--- src/rtl/core/pgs_ram.sv ---
// ----------------------------------------------------------------------------
// pgs_ram
// Generic single-write, single-read RAM with registered read data.
// ----------------------------------------------------------------------------
module pgs_ram #(
  parameter int WIDTH = 8,
  parameter int DEPTH = 16
) (
  input  logic                     clk_i,
  input  logic                     we_i,
  input  logic [$clog2(DEPTH)-1:0] waddr_i,
  input  logic [WIDTH-1:0]         wdata_i,
  input  logic [$clog2(DEPTH)-1:0] raddr_i,
  output logic [WIDTH-1:0]         rdata_o
);

  logic [WIDTH-1:0] mem_q [DEPTH];
  logic [WIDTH-1:0] rdata_q;

  always_ff @(posedge clk_i) begin
    if (we_i) begin
      mem_q[waddr_i] <= wdata_i;
    end
    rdata_q <= mem_q[raddr_i];
  end

  assign rdata_o = rdata_q;

endmodule

--- config.mk ---
export PLATFORM = sky130hd
export DESIGN_NAME = pgs_ram
export DESIGN_NICKNAME = d
export VERILOG_FILES = /design/src/rtl/core/pgs_ram.sv
export SDC_FILE = /design/constraint.sdc
export NUM_CORES = 1
export LEC_CHECK = 0
export BUFFER_PORTS_ARGS = -buffer_cell sky130_fd_sc_hd__buf_2
export CAP_MARGIN = 20
export CORE_MARGIN = 2
export CORE_UTILIZATION = 40
export CTS_CLUSTER_SIZE = 12
export DETAILED_ROUTE_END_ITERATION = 16
export GPL_TIMING_DRIVEN = 0
export SYNTH_ARGS = -nofsm -noshare
export SYNTH_HDL_FRONTEND = slang
export SYNTH_SLANG_ARGS = --single-unit
--- constraint.sdc ---
create_clock -name clk_i -period 2.6 [get_ports clk_i]
set_input_delay 0.26 -clock clk_i [delete_from_list [all_inputs] [get_ports clk_i]]
set_output_delay 0.26 -clock clk_i [all_outputs]
set_load 0.005 [all_outputs]
==> flow_summary.toml <==
[yosys]
ys_types = 19
synth.avg_cell_area_um2 = 22.48
ys_top_cells_by_area = "edfxtp_1 75%, mux4_2 7.9%, mux4_1 7.1%"
yosysTopAreaCellShare = 0.7467
synth_top_cell_by_area = "edfxtp_1"
postSynthCellCount = 229
ys_seq_elements = 136
syn_area_mm2 = 0.005147
ys_warn_count = 0
synth_fp_nets = 247
ys_seq_area_frac = 0.7778

[die]
core-area_mm2 = 0.01257
die_x_um = 117.4
dieArea_mm2 = 0.01379
start_util = 0.4096
boundaryPins = 26
die_h_um = 117.4
rows = 41

[routing]
antenna_left = 0
via_count = 2342
wirelength_um = 9602
viasPerCell = 5.080
drcViolationCount = 0
first_iter_violations = 198
routedWlPerCell_um = 20.83
dr.pass1.iters = 4

[cells_and_area]
area_growth_pct = 18.84
layout.cells.non_filler = 461
drive_gt1_frac = 0.3010
nets = 294
utilization = 0.4867
n_antenna_cell = 0

[setup_path]
cp.required_ps = 2630
max_stage_delay_ps = 650
startpoint_type = "input pin"
slowest_stage = "nor2_1"
arrival_ps = 1560
path_class = "in2reg"
cp_max_fo = 8
worstPathCellList = "buf_2, or3b_2, nor2_1"
cp-end-kind = "flop"

[sta]
max-slew-margin-rel = 0.4457
setup_viol = 0
timing.fmax_mhz = 652.5
worst_slew_pin_slew_ps = 828.3
period_share = 0.5895
finClkSkew_ps = 8.498
drv_slew = 0
hold_viol = 0
whs_ps = 253.0
rsz0062_at_grt = "false"
period_needed_ps = 1533
finalSetupTns_ps = 0

[power_and_ir_drop]
vdd_drop_max_uv = 508.9
leakagePower_nw = 2.054
power_mw = 5.098
p_per_area_mw_per_mm2 = 833.3

[worst_hold_path]
hp-class = "in2reg"

[global_route]
grt_antenna_before_repair = 0
grt_max_degree = 17
overflow = 0
grt_use_total = 0.1509
grt_pass1_wl_um = 14580
grt_pass1_vias = 2431

[cts]
cts_tree = "done"
holdBufCountCts = 0
post-cts-setup-buffer-count = 0
root_buffer = "clkbuf_16"
clk_pin_slew_ps = 60
clock_path_buffers = 2
clock_latency_ps = 410
cts-htree-levels = 4
cts_resized = 0
clock_sinks = 136
cts_buffers = 17

[placement]
io_buffers = 24
gp_congestion = 0.6860
dp_cells = 429
hpwl_um = 6258

[run_status]
run_status = "complete, no violations"

[run]
cap_violations = 0
[per-layer routing]
layer,vias to the layer above,wire length [um],track usage
li1,1065,-,-
met3,11,585,0.05204
met5,-,0,0
met4,0,142,0.05798
met2,62,4749,0.2292
met1,1204,4125,0.2021
[worst max-delay path: cells and delay by family]
kind / cells / cell delay [ps]
buf+inv: 1 / 130
simple gates: 2 / 1170
[synth_stat cells (all sizes together)]
| cell | instances |
|---|---|
| edfxtp | 128 |
| mux4 | 32 |
| a22oi | 16 |
| nor2 | 13 |
| nand2 | 9 |
| dfxtp | 8 |
| buf | 7 |
| nor3 | 4 |
| clkdlybuf4s25 | 3 |
| nand2b | 2 |
| nand3b | 2 |
| and2 | 1 |
| and2b | 1 |
| nand3 | 1 |
| nor2b | 1 |
| or3b | 1 |
[through the flow]
step	worst slack (ps)	area [um^2]
final	1067	6117
after global routing	1008	6117
after CTS	1061	6117
after detailed placement	630.3	5510
after global placement	242.6	5483
after floorplan	847.1	5147
[cell type report]
class,count,area [um^2]
Buffer,10,86.33
Clock buffer,21,460.4
Clock inverter,11,146.4
Fill cell,1027,6451
Multi-Input combinational cell,83,1057
Sequential cell,136,4004
Tap cell,172,215.2
Timing Repair Buffer,28,147.6
[cells by family (layout without fill, tap and decap cells)]
| family | count (synthesis) | in the layout | share of synthesized area |
|---|---|---|---|
| AOI/OAI and AO/OA | 16 | 16 | 0.02334 |
| buffers and inverters | 10 | 70 | 0.01677 |
| muxes | 32 | 32 | 0.1502 |
| and+or+nand+nor | 35 | 35 | 0.03184 |
| DFF | 136 | 136 | 0.7778 |
[cell usage in the layout (no fill, tap or decap), drive strengths merged]
cell           count
a22oi             16
and2               1
and2b              1
buf               35
bufinv             3
clkbuf            21
clkdlybuf4s25      3
clkinv             5
clkinvlp           2
dfxtp              8
edfxtp           128
inv                1
mux4              32
nand2              9
nand2b             2
nand3              1
nand3b             2
nor2              13
nor2b              1
nor3               4
or3b               1
[where the power goes]
part	switching (mW)	internal, mW	leakage (nW)
clock network	0.845	1.56	0.293
registers	0.0103	2.45	1.22
logic	0.133	0.0981	0.537
total	0.989	4.11	2.05
[registers in the layout (all words and copies together), names as in the netlist]
signal / count
rdata_o: 8
mem_q: 128
[final timing paths]
| check | startpoint | end | slack, ps | depth (start not counted) |
|---|---|---|---|---|
| max | waddr_i[2] | mem_q[1][3]$_DFFE_PP_ | 1070 | 3 |
| min | wdata_i[2] | mem_q[9][2]$_DFFE_PP_ | 250 | 1 |
| max reg2reg | mem_q[11][7]$_DFFE_PP_ | rdata_o[7]$_DFF_P_ | 1190 | 3 |
| min reg2reg | mem_q[10][1]$_DFFE_PP_ | rdata_o[1]$_DFF_P_ | 690 | 3 |
Power figures use the tool's default switching activity.
